### src/rtl/assert_macros.svh
// Assertion macros shared by the RTL
`ifndef ASSERT_MACROS_SVH
`define ASSERT_MACROS_SVH

// Check that a property holds on every rising clock edge outside reset
`define ASSERT_CLK(label, clk, rst, prop) \
  label: assert property (@(posedge clk) disable iff (rst) (prop)) \
    else $error("assertion failed: property does not hold");

// Check that a condition never occurs outside reset
`define ASSERT_NEVER(label, clk, rst, cond) \
  label: assert property (@(posedge clk) disable iff (rst) !(cond)) \
    else $error("assertion failed: forbidden condition seen");

`endif

### src/rtl/b2da_pkg.sv
`default_nettype none

package b2da_pkg;

  localparam int DIGIT_BITS     = 4;
  localparam int BITS_PER_STEP  = 4;
  localparam int CHAR_BITS      = 6;
  localparam int OUT_TDATA_BITS = 8;

  localparam logic [CHAR_BITS-1:0]  CHAR_ZERO    = 6'd48;
  localparam logic [DIGIT_BITS-1:0] DABBLE_LIMIT = 4'd5;
  localparam logic [DIGIT_BITS-1:0] DABBLE_ADJ   = 4'd3;

endpackage

`default_nettype wire

### src/rtl/b2da_dabble.sv
`default_nettype none

module b2da_dabble #(
  parameter int NUM_DIGITS = 10
) (
  input  wire logic [NUM_DIGITS*b2da_pkg::DIGIT_BITS-1:0] bcd_in,
  input  wire logic [b2da_pkg::BITS_PER_STEP-1:0]         bits,
  output logic      [NUM_DIGITS*b2da_pkg::DIGIT_BITS-1:0] bcd_out
);

  localparam int BCD_W = NUM_DIGITS * b2da_pkg::DIGIT_BITS;

  logic [BCD_W-1:0] work;

  // correct each digit, then shift in one bit, most significant first
  always_comb begin
    work = bcd_in;
    for (int b = b2da_pkg::BITS_PER_STEP - 1; b >= 0; b--) begin
      for (int d = 0; d < NUM_DIGITS; d++) begin
        if (work[d*b2da_pkg::DIGIT_BITS +: b2da_pkg::DIGIT_BITS] >= b2da_pkg::DABBLE_LIMIT) begin
          work[d*b2da_pkg::DIGIT_BITS +: b2da_pkg::DIGIT_BITS] =
            work[d*b2da_pkg::DIGIT_BITS +: b2da_pkg::DIGIT_BITS] + b2da_pkg::DABBLE_ADJ;
        end
      end
      work = {work[BCD_W-2:0], bits[b]};
    end
    bcd_out = work;
  end

endmodule

`default_nettype wire

### src/rtl/binary_to_decimal_ascii_top.sv
// Binary to decimal ASCII converter.
// Input stream (s_*): one unsigned integer per item in s_tdata. s_tready is
// high only while the block is idle; one item is converted at a time.
// Output stream (m_*): one ASCII digit per item, most significant first;
// m_tlast marks the least significant digit. Zero gives a single '0'.
// Conversion uses a shift-and-add-3 unit that takes four input bits per
// cycle. Leading zero digits are then dropped one per cycle, and digits
// leave one per cycle while m_tready is high. The default of 31 bits gives
// NUM_DIGITS = 10.
// When m_tready is low the current digit holds on m_tdata and m_tlast, and
// the block waits; no new item is taken until the last digit is delivered.
// Reset (rst, synchronous) returns the block to idle and drops any run in
// progress.
`default_nettype none

`include "assert_macros.svh"

module binary_to_decimal_ascii_top #(
  parameter int VALUE_BITS = 31
) (
  input  wire logic                                    clk,
  input  wire logic                                    rst,
  input  wire logic                                    s_tvalid,
  output logic                                         s_tready,
  // s_tdata: value [VALUE_BITS-1:0], zero padding above
  input  wire logic [((VALUE_BITS+7)/8)*8-1:0]         s_tdata,
  output logic                                         m_tvalid,
  input  wire logic                                    m_tready,
  // m_tdata: digit_char [5:0], zero padding above
  output logic      [b2da_pkg::OUT_TDATA_BITS-1:0]     m_tdata,
  output logic                                         m_tlast
);

  localparam int NUM_DIGITS = (VALUE_BITS * 30103) / 100000 + 1;
  localparam int BCD_W      = NUM_DIGITS * b2da_pkg::DIGIT_BITS;
  localparam int STEPS      = (VALUE_BITS + b2da_pkg::BITS_PER_STEP - 1) / b2da_pkg::BITS_PER_STEP;
  localparam int PAD_BITS   = STEPS * b2da_pkg::BITS_PER_STEP;
  localparam int STEP_W     = $clog2(STEPS + 1);
  localparam int CNT_W      = $clog2(NUM_DIGITS + 1);

  typedef enum logic [1:0] {
    ST_IDLE,
    ST_CONV,
    ST_SKIP,
    ST_EMIT
  } state_t;

  state_t                              state;
  logic [PAD_BITS-1:0]                 val;
  logic [BCD_W-1:0]                    bcd;
  logic [BCD_W-1:0]                    bcd_next;
  logic [STEP_W-1:0]                   steps;
  logic [CNT_W-1:0]                    remaining;
  logic [b2da_pkg::DIGIT_BITS-1:0]     top_digit;
  logic [b2da_pkg::CHAR_BITS-1:0]      digit_char;

  b2da_dabble #(
    .NUM_DIGITS (NUM_DIGITS)
  ) u_dabble (
    .bcd_in  (bcd),
    .bits    (val[PAD_BITS-1 -: b2da_pkg::BITS_PER_STEP]),
    .bcd_out (bcd_next)
  );

  assign top_digit  = bcd[BCD_W-1 -: b2da_pkg::DIGIT_BITS];
  assign digit_char = b2da_pkg::CHAR_ZERO + b2da_pkg::CHAR_BITS'(top_digit);

  assign s_tready = (state == ST_IDLE);
  assign m_tvalid = (state == ST_EMIT);
  assign m_tdata  = b2da_pkg::OUT_TDATA_BITS'(digit_char);
  assign m_tlast  = (remaining == CNT_W'(1));

  always_ff @(posedge clk) begin
    if (rst) begin
      state     <= ST_IDLE;
      steps     <= '0;
      remaining <= '0;
    end else begin
      unique case (state)
        ST_IDLE: begin
          if (s_tvalid) begin
            val   <= PAD_BITS'(s_tdata[VALUE_BITS-1:0]);
            bcd   <= '0;
            steps <= STEP_W'(STEPS);
            state <= ST_CONV;
          end
        end
        ST_CONV: begin
          bcd   <= bcd_next;
          val   <= val << b2da_pkg::BITS_PER_STEP;
          steps <= steps - STEP_W'(1);
          if (steps == STEP_W'(1)) begin
            remaining <= CNT_W'(NUM_DIGITS);
            state     <= ST_SKIP;
          end
        end
        ST_SKIP: begin
          if (top_digit == '0 && remaining != CNT_W'(1)) begin
            bcd       <= bcd << b2da_pkg::DIGIT_BITS;
            remaining <= remaining - CNT_W'(1);
          end else begin
            state <= ST_EMIT;
          end
        end
        ST_EMIT: begin
          if (m_tready) begin
            if (remaining == CNT_W'(1)) begin
              state <= ST_IDLE;
            end else begin
              bcd       <= bcd << b2da_pkg::DIGIT_BITS;
              remaining <= remaining - CNT_W'(1);
            end
          end
        end
        default: begin
          state <= ST_IDLE;
        end
      endcase
    end
  end

  `ASSERT_NEVER(a_no_overlap, clk, rst, s_tready && m_tvalid)
  `ASSERT_CLK(a_idle_after_last, clk, rst, m_tvalid && m_tready && m_tlast |=> s_tready)
  `ASSERT_CLK(a_accept_then_busy, clk, rst, s_tvalid && s_tready |=> !m_tvalid && !s_tready)
  `ASSERT_CLK(a_digit_range, clk, rst, m_tvalid |-> (m_tdata[5:0] >= 6'd48 && m_tdata[5:0] <= 6'd57))

endmodule

`default_nettype wire

### config.mk
export PLATFORM = sky130hd
export DESIGN_NAME = binary_to_decimal_ascii_top
export DESIGN_NICKNAME = d
export VERILOG_FILES = /design/src/rtl/b2da_pkg.sv /design/src/rtl/b2da_dabble.sv /design/src/rtl/binary_to_decimal_ascii_top.sv
export VERILOG_INCLUDE_DIRS = /design/src /design/src/rtl
export SDC_FILE = /design/constraint.sdc
export NUM_CORES = 1
export LEC_CHECK = 0
export CAP_MARGIN = 0
export CORE_MARGIN = 3
export CORE_UTILIZATION = 60
export CTS_CLUSTER_SIZE = 28
export DETAILED_ROUTE_END_ITERATION = 10
export DONT_BUFFER_PORTS = 1
export GPL_ROUTABILITY_DRIVEN = 0
export MAX_ROUTING_LAYER = met4
export PLACE_DENSITY = 0.79
export RECOVER_POWER = 50
export SLEW_MARGIN = 20
export SYNTH_ARGS = -nofsm -noshare
export SYNTH_HDL_FRONTEND = slang
export SYNTH_SLANG_ARGS = --single-unit
### constraint.sdc
create_clock -name clk -period 4.26 [get_ports clk]
set_clock_uncertainty 0.05 [all_clocks]
set_input_delay 1.065 -clock clk [delete_from_list [all_inputs] [get_ports clk]]
set_output_delay 1.065 -clock clk [all_outputs]
set_load 0.05 [all_outputs]
Word level (Yosys, flattened, before mapping). Index checks and enable logic that the tools add are counted. Widths: inputs -> output; s select.

$add $sub $neg: 43. Order comparisons: 40. Eq/ne operators: 13. Mux-type cells: 60. Bitwise gates (word level): 1. Reductions and logical operators: 10.

Operators with widths (number): $mux 4 (41); $ge 4x3->1 const B (40); $mux 40 (4); $pmux 40 s4 (1); $add 4x2->4 const B (36); $pmux 32 s2 (1); $mux 32 (1); $reduce_and 5->1 (3); $add 3x2->3 const B (4); $mux 3 (4); $pmux 4 s3 (1); $mux 2 (5); $ne 2x2->1 const B (5); $eq 4x1->1 const B (2); $pmux 2 s4 (1); $pmux 4 s2 (1); $sub 4x1->4 const B (2); $add 5x5->6 const A (1); $eq 2x2->1 const B (2); $logic_not 4->1 (1); $ne 2x1->1 const B (2); $ne 4x1->1 const B (1); $reduce_and 3->1 (1); $reduce_bool 3->1 (1); other kinds (6) (6).

Register bits: 82. Input port bits: 36. Output and inout bits: 11. Logic and storage cells: 172.

Logic depth before layout (Yosys ltp).
Word-level depth: 9. Gate-level depth with buffers: 20. Mapped depth without buffers: 20.

Hierarchy. Synthesis repeated with hierarchy kept, for this count alone.

Cell total of the unflattened synthesis: 1047. Area total of the unflattened synthesis: 8896.0 µm².

By module, submodules not included: b2da_dabble (times used 1, cells an instance 795, area each 5222.5 µm², sequential area each 0.0 µm²); binary_to_decimal_ascii_top (times used 1, cells an instance 252, area each 3673.5 µm², sequential area each 2362.3 µm²).

Worst setup path before layout. No wires, ideal clock.

Kind: register -> register. Start point: register bcd[24]. End point: register bcd[25], data pin. Setup time: 257 ps. Arrival time: 3519 ps. Required time: 3953 ps. Setup slack: 434 ps. Stages on the path, launching flop included: 21. Buffers on the path: 0. Clock period less this slack: 3826 ps. Cells stage by stage: edfxtp_1 inv_1 ha_1 nor2b_1 o21ai_0 nor2_1 inv_1 ha_1 o21bai_1 a211oi_1 nor2_1 inv_1 ha_1 nor3_1 a221oi_1 o31a_1 inv_1 ha_1 o21ai_0 nand3b_1 a32o_1.

Cells in the longest elaborated chain, start to end: 9. Elaborated cells between the ends (all ways): 12. Classes of those cells: 3 x add/sub; 4 x order compare; 5 x mux.

Ends and longest elaborated chain: from (decl) (RTL line binary_to_decimal_ascii_top.sv:50) `logic [BCD_W-1:0] bcd;`; from (signal assigned) (RTL line binary_to_decimal_ascii_top.sv:89) `bcd <= bcd_next;`; from (signal assigned) (RTL line binary_to_decimal_ascii_top.sv:99) `bcd <= bcd << b2da_pkg::DIGIT_BITS;`; from (signal assigned) (RTL line binary_to_decimal_ascii_top.sv:110) `bcd <= bcd << b2da_pkg::DIGIT_BITS;`; $add 4x2->4 / $ge 4x3->1 (equally long branches) (RTL line b2da_dabble.sv:22, b2da_dabble.sv:20); $mux 4 (*) (RTL line b2da_dabble.sv:20) `if (work[d*b2da_pkg::DIGIT_BITS +: b2da_pkg::DIGIT_BITS] >= b2da_pkg::DABBLE_LIMIT) begin`; $add 4x2->4 / $ge 4x3->1 (equally long branches) (RTL line b2da_dabble.sv:22, b2da_dabble.sv:20); $mux 4 (*) (RTL line b2da_dabble.sv:20); $add 4x2->4 / $ge 4x3->1 (equally long branches) (RTL line b2da_dabble.sv:22, b2da_dabble.sv:20); $mux 4 (*) (RTL line b2da_dabble.sv:20); $ge 4x3->1 (*) (RTL line b2da_dabble.sv:20); $mux 4 (*) (RTL line b2da_dabble.sv:20); $pmux 40 s4 (*) (RTL line binary_to_decimal_ascii_top.sv:79) `unique case (state)`.

Every way passes the cells marked *; elsewhere a longest branch is shown, timed or not. A chain may end at the register's enable or synchronous reset.

Worst setup path in the final report.
Start point: register bcd[24]. End point: register bcd[27], data pin.

Cells in the longest elaborated chain, start to end: 9. Elaborated cells between the ends (all ways): 13. Classes of those cells: 4 x add/sub; 4 x order compare; 5 x mux.

Ends and longest elaborated chain (RTL line): $add 4x2->4 / $ge 4x3->1 (equally long branches) (b2da_dabble.sv:22, b2da_dabble.sv:20); $mux 4 (*) (b2da_dabble.sv:20); $add 4x2->4 / $ge 4x3->1 (equally long branches) (b2da_dabble.sv:22, b2da_dabble.sv:20); $mux 4 (*) (b2da_dabble.sv:20); $ge 4x3->1 / $add 4x2->4 (equally long branches) (b2da_dabble.sv:20, b2da_dabble.sv:22); $mux 4 (*) (b2da_dabble.sv:20); $add 4x2->4 / $ge 4x3->1 (equally long branches) (b2da_dabble.sv:22, b2da_dabble.sv:20); $mux 4 (*) (b2da_dabble.sv:20); $pmux 40 s4 (*) (binary_to_decimal_ascii_top.sv:79).

Marked as above.

==> flow_summary.ini <==
[run_status]
outcome = finished with violations
violations = capacitance limit, slew limit

[worst_setup_path]
critPathMaxFanout = 5
critPathRequiredTime_ns = 4.29
worstSetupEndpointType = register
arrival_ns = 4.06
start_kind = register
path_class = reg -> reg
r2r_setup_slack_ns = 0.22

[cells_and_area]
postLayoutCellArea_sq_um = 9300
drive_above_1_share_pct = 13.0
fillerInstances = 1156
insertedDiodeCount = 0
area_growth_pct = 7.57
fin_nets = 1145

[grt]
track_usage_pct = 24.7
grt_pass1_wl_mm = 32.8
grt_overflow_total = 0
grt_max_degree = 41
antenna_found_initial = 0
grt_pass1_vias = 7052

[timing]
setup_viol = 0
worst_pin_slew_ns = 1.87
fin_crit_ns = 4.04
post-route-period-util_pct = 94.8
drv_slew = 41
fin_hold_ws_ns = 0.436
relSlewSlack_pct = -24.7
max_freq_mhz = 248
setup_ws_ns = 0.221
fin_setup_tns_ns = 0
hold_viol_final = 0

[yosys]
synth-edff-count = 72
synthArstFlopShare_pct = 0
synth-seq-cells = 82
yosysSeqAreaShare_pct = 27.3
synth-main-ff-cell = edfxtp_1
synth-warning-count = 0
synth_area_sq_um = 8640
synth.distinct_cells = 85
syn_area_per_cell_sq_um = 8.23
syn_inst = 1050

[route]
drt_pass1_iterations = 5
wl_per_cell_um = 15.9
drc = 0
wirelength_mm = 19.7
vias = 7942
ant_nets = 0
vias_per_cell = 6.40
drt_iter0_drc = 585

[floorplanning]
dieArea_sq_um = 15900
die_w_um = 126
floorplan.initialDensity_pct = 61.8
rows = 43
die_y_um = 126
io_pins = 47
core-area_sq_um = 14000

[clock_network]
cts_tree = yes
insertion_delay_ns = 0.34
hold_buffers = 0
htree_levels = 3
clkTransAtPathRegs_ns = 0.06
root_buffer = clkbuf_16
cts_buffer_depth = 2
cts_sinks = 82
numCtsBuffers = 9

[place]
post-place-ws_ns = 0.123
place_hpwl_mm = 13.9
placed_area_sq_um = 8890
port-buffer-count = 0

[worst_hold_path]
holdCritPathClass = reg -> reg

[job]
maxCapViolCount = 1
[flip-flops by register name, summed over array words and instances, names as in the netlist]
| register | cells |
|---|---|
| bcd | 40 |
| val | 32 |
| remaining | 4 |
| steps | 4 |
| state | 2 |
[per-stage QoR]
step | utilization (%) | instances
after detailed placement | 63.6 | 1216
after floorplan | - | 1052
final | 66.4 | 1241
after CTS | 65.8 | 1232
after global routing | 66.4 | 1241
after global placement | 63.6 | 1216
[cell type report]
cell class / instances / area, sq um / area share (%)
clock buffer: 14 / 297 / 3.19
clock inverter: 2 / 15.0 / 0.162
inverter: 58 / 218 / 2.34
multi-input combinational: 865 / 5910 / 63.5
sequential: 82 / 2360 / 25.4
tap: 180 / 225 / 2.42
timing repair buffer: 40 / 273 / 2.93
[Yosys cell counts (all sizes together), types with 14 or more instances]
cell / instances / area [sq um]
a211o: 17 / 149
a211oi: 32 / 240
a21oi: 62 / 314
and2: 17 / 109
and3: 14 / 87.6
buf: 23 / 140
clkbuf: 24 / 90.1
edfxtp: 72 / 2160
ha: 53 / 663
inv: 58 / 218
mux2: 38 / 432
mux2i: 22 / 233
nand2: 107 / 402
nand2b: 22 / 138
nand3: 22 / 110
nor2: 77 / 289
nor3: 28 / 145
o211ai: 16 / 125
o21a: 20 / 150
o21ai: 97 / 489
or2: 23 / 144
or3: 17 / 106
[worst max-delay path, cell delays in order (launching register included)]
cell and delay [ns]:
edfxtp_1 0.46, ha_1 0.28, nand2b_4 0.16, a211oi_1 0.40, nor2_1 0.14, inv_1 0.11
ha_1 0.18, o21bai_1 0.16, a211oi_2 0.12, nor2_1 0.15, inv_1 0.06, ha_2 0.21
nor3_1 0.20, a221oi_1 0.10, o31a_1 0.39, a21oi_1 0.28, mux2i_1 0.23, o21ai_1 0.07
[cells in the final DEF (no fill, tap or decap), types with 8 or more instances in the layout]
master and n:
nand3_1 22, a211oi_1 30, and3_1 14, o21a_1 20, clkbuf_16 11, xnor2_1 11
ha_1 49, or3_1 17, nor2b_1 12, o21ai_1 12, dfxtp_1 10, a31oi_1 9
o21ai_0 83, clkbuf_1 8, edfxtp_1 72, o211ai_1 15, and2_1 14, nand2b_1 21
nor3_1 26, buf_4 32, inv_1 56, a21oi_1 59, nand2_1 107, nor2_1 75
a211o_1 17, mux2_2 36, a221oi_1 8, or2_2 17, mux2i_1 21
[kinds of logic (layout without fill, tap and decap cells)]
kind of cell	after synthesis	in the layout	synth area share [%]
AO/OA/AOI/OAI	371	371	29.9
AND/OR/NAND/NOR	366	366	21.0
buffers and inverters	105	114	5.18
flip-flops	82	82	27.3
multiplexers	60	60	7.69
adder cells (fa/ha/maj)	53	53	7.67
XOR/XNOR	11	11	1.11
other	2	4	0.0869
[path summary, 6_finish.rpt]
kind / startpoint / endpoint / cells past startpoint
min: steps[3]$_SDFFE_PP0P_ / steps[3]$_SDFFE_PP0P_ / 2
min reg2reg: steps[3]$_SDFFE_PP0P_ / steps[3]$_SDFFE_PP0P_ / 2
max reg2reg: bcd[24]$_DFFE_PP_ / bcd[27]$_DFFE_PP_ / 17
max: bcd[24]$_DFFE_PP_ / bcd[27]$_DFFE_PP_ / 17
[what timing repair did]
action                                  in CTS  in global routing
endpoints found under the setup margin       0                 11
resized for setup                            0                 17
setup buffers                                0                  9
[metal layers]
layer	share of wire, %	track usage, %	up-vias
li1	-	-	3978
met1	46	32.6	3736
met2	48	40.1	205
met3	5.2	4.37	23
met4	1.3	5.43	0
met5	0	-	-
Power is left out: the tool's default activity adds up to more than one toggle a clock period on the data nets, which glitch-free logic cannot reach.
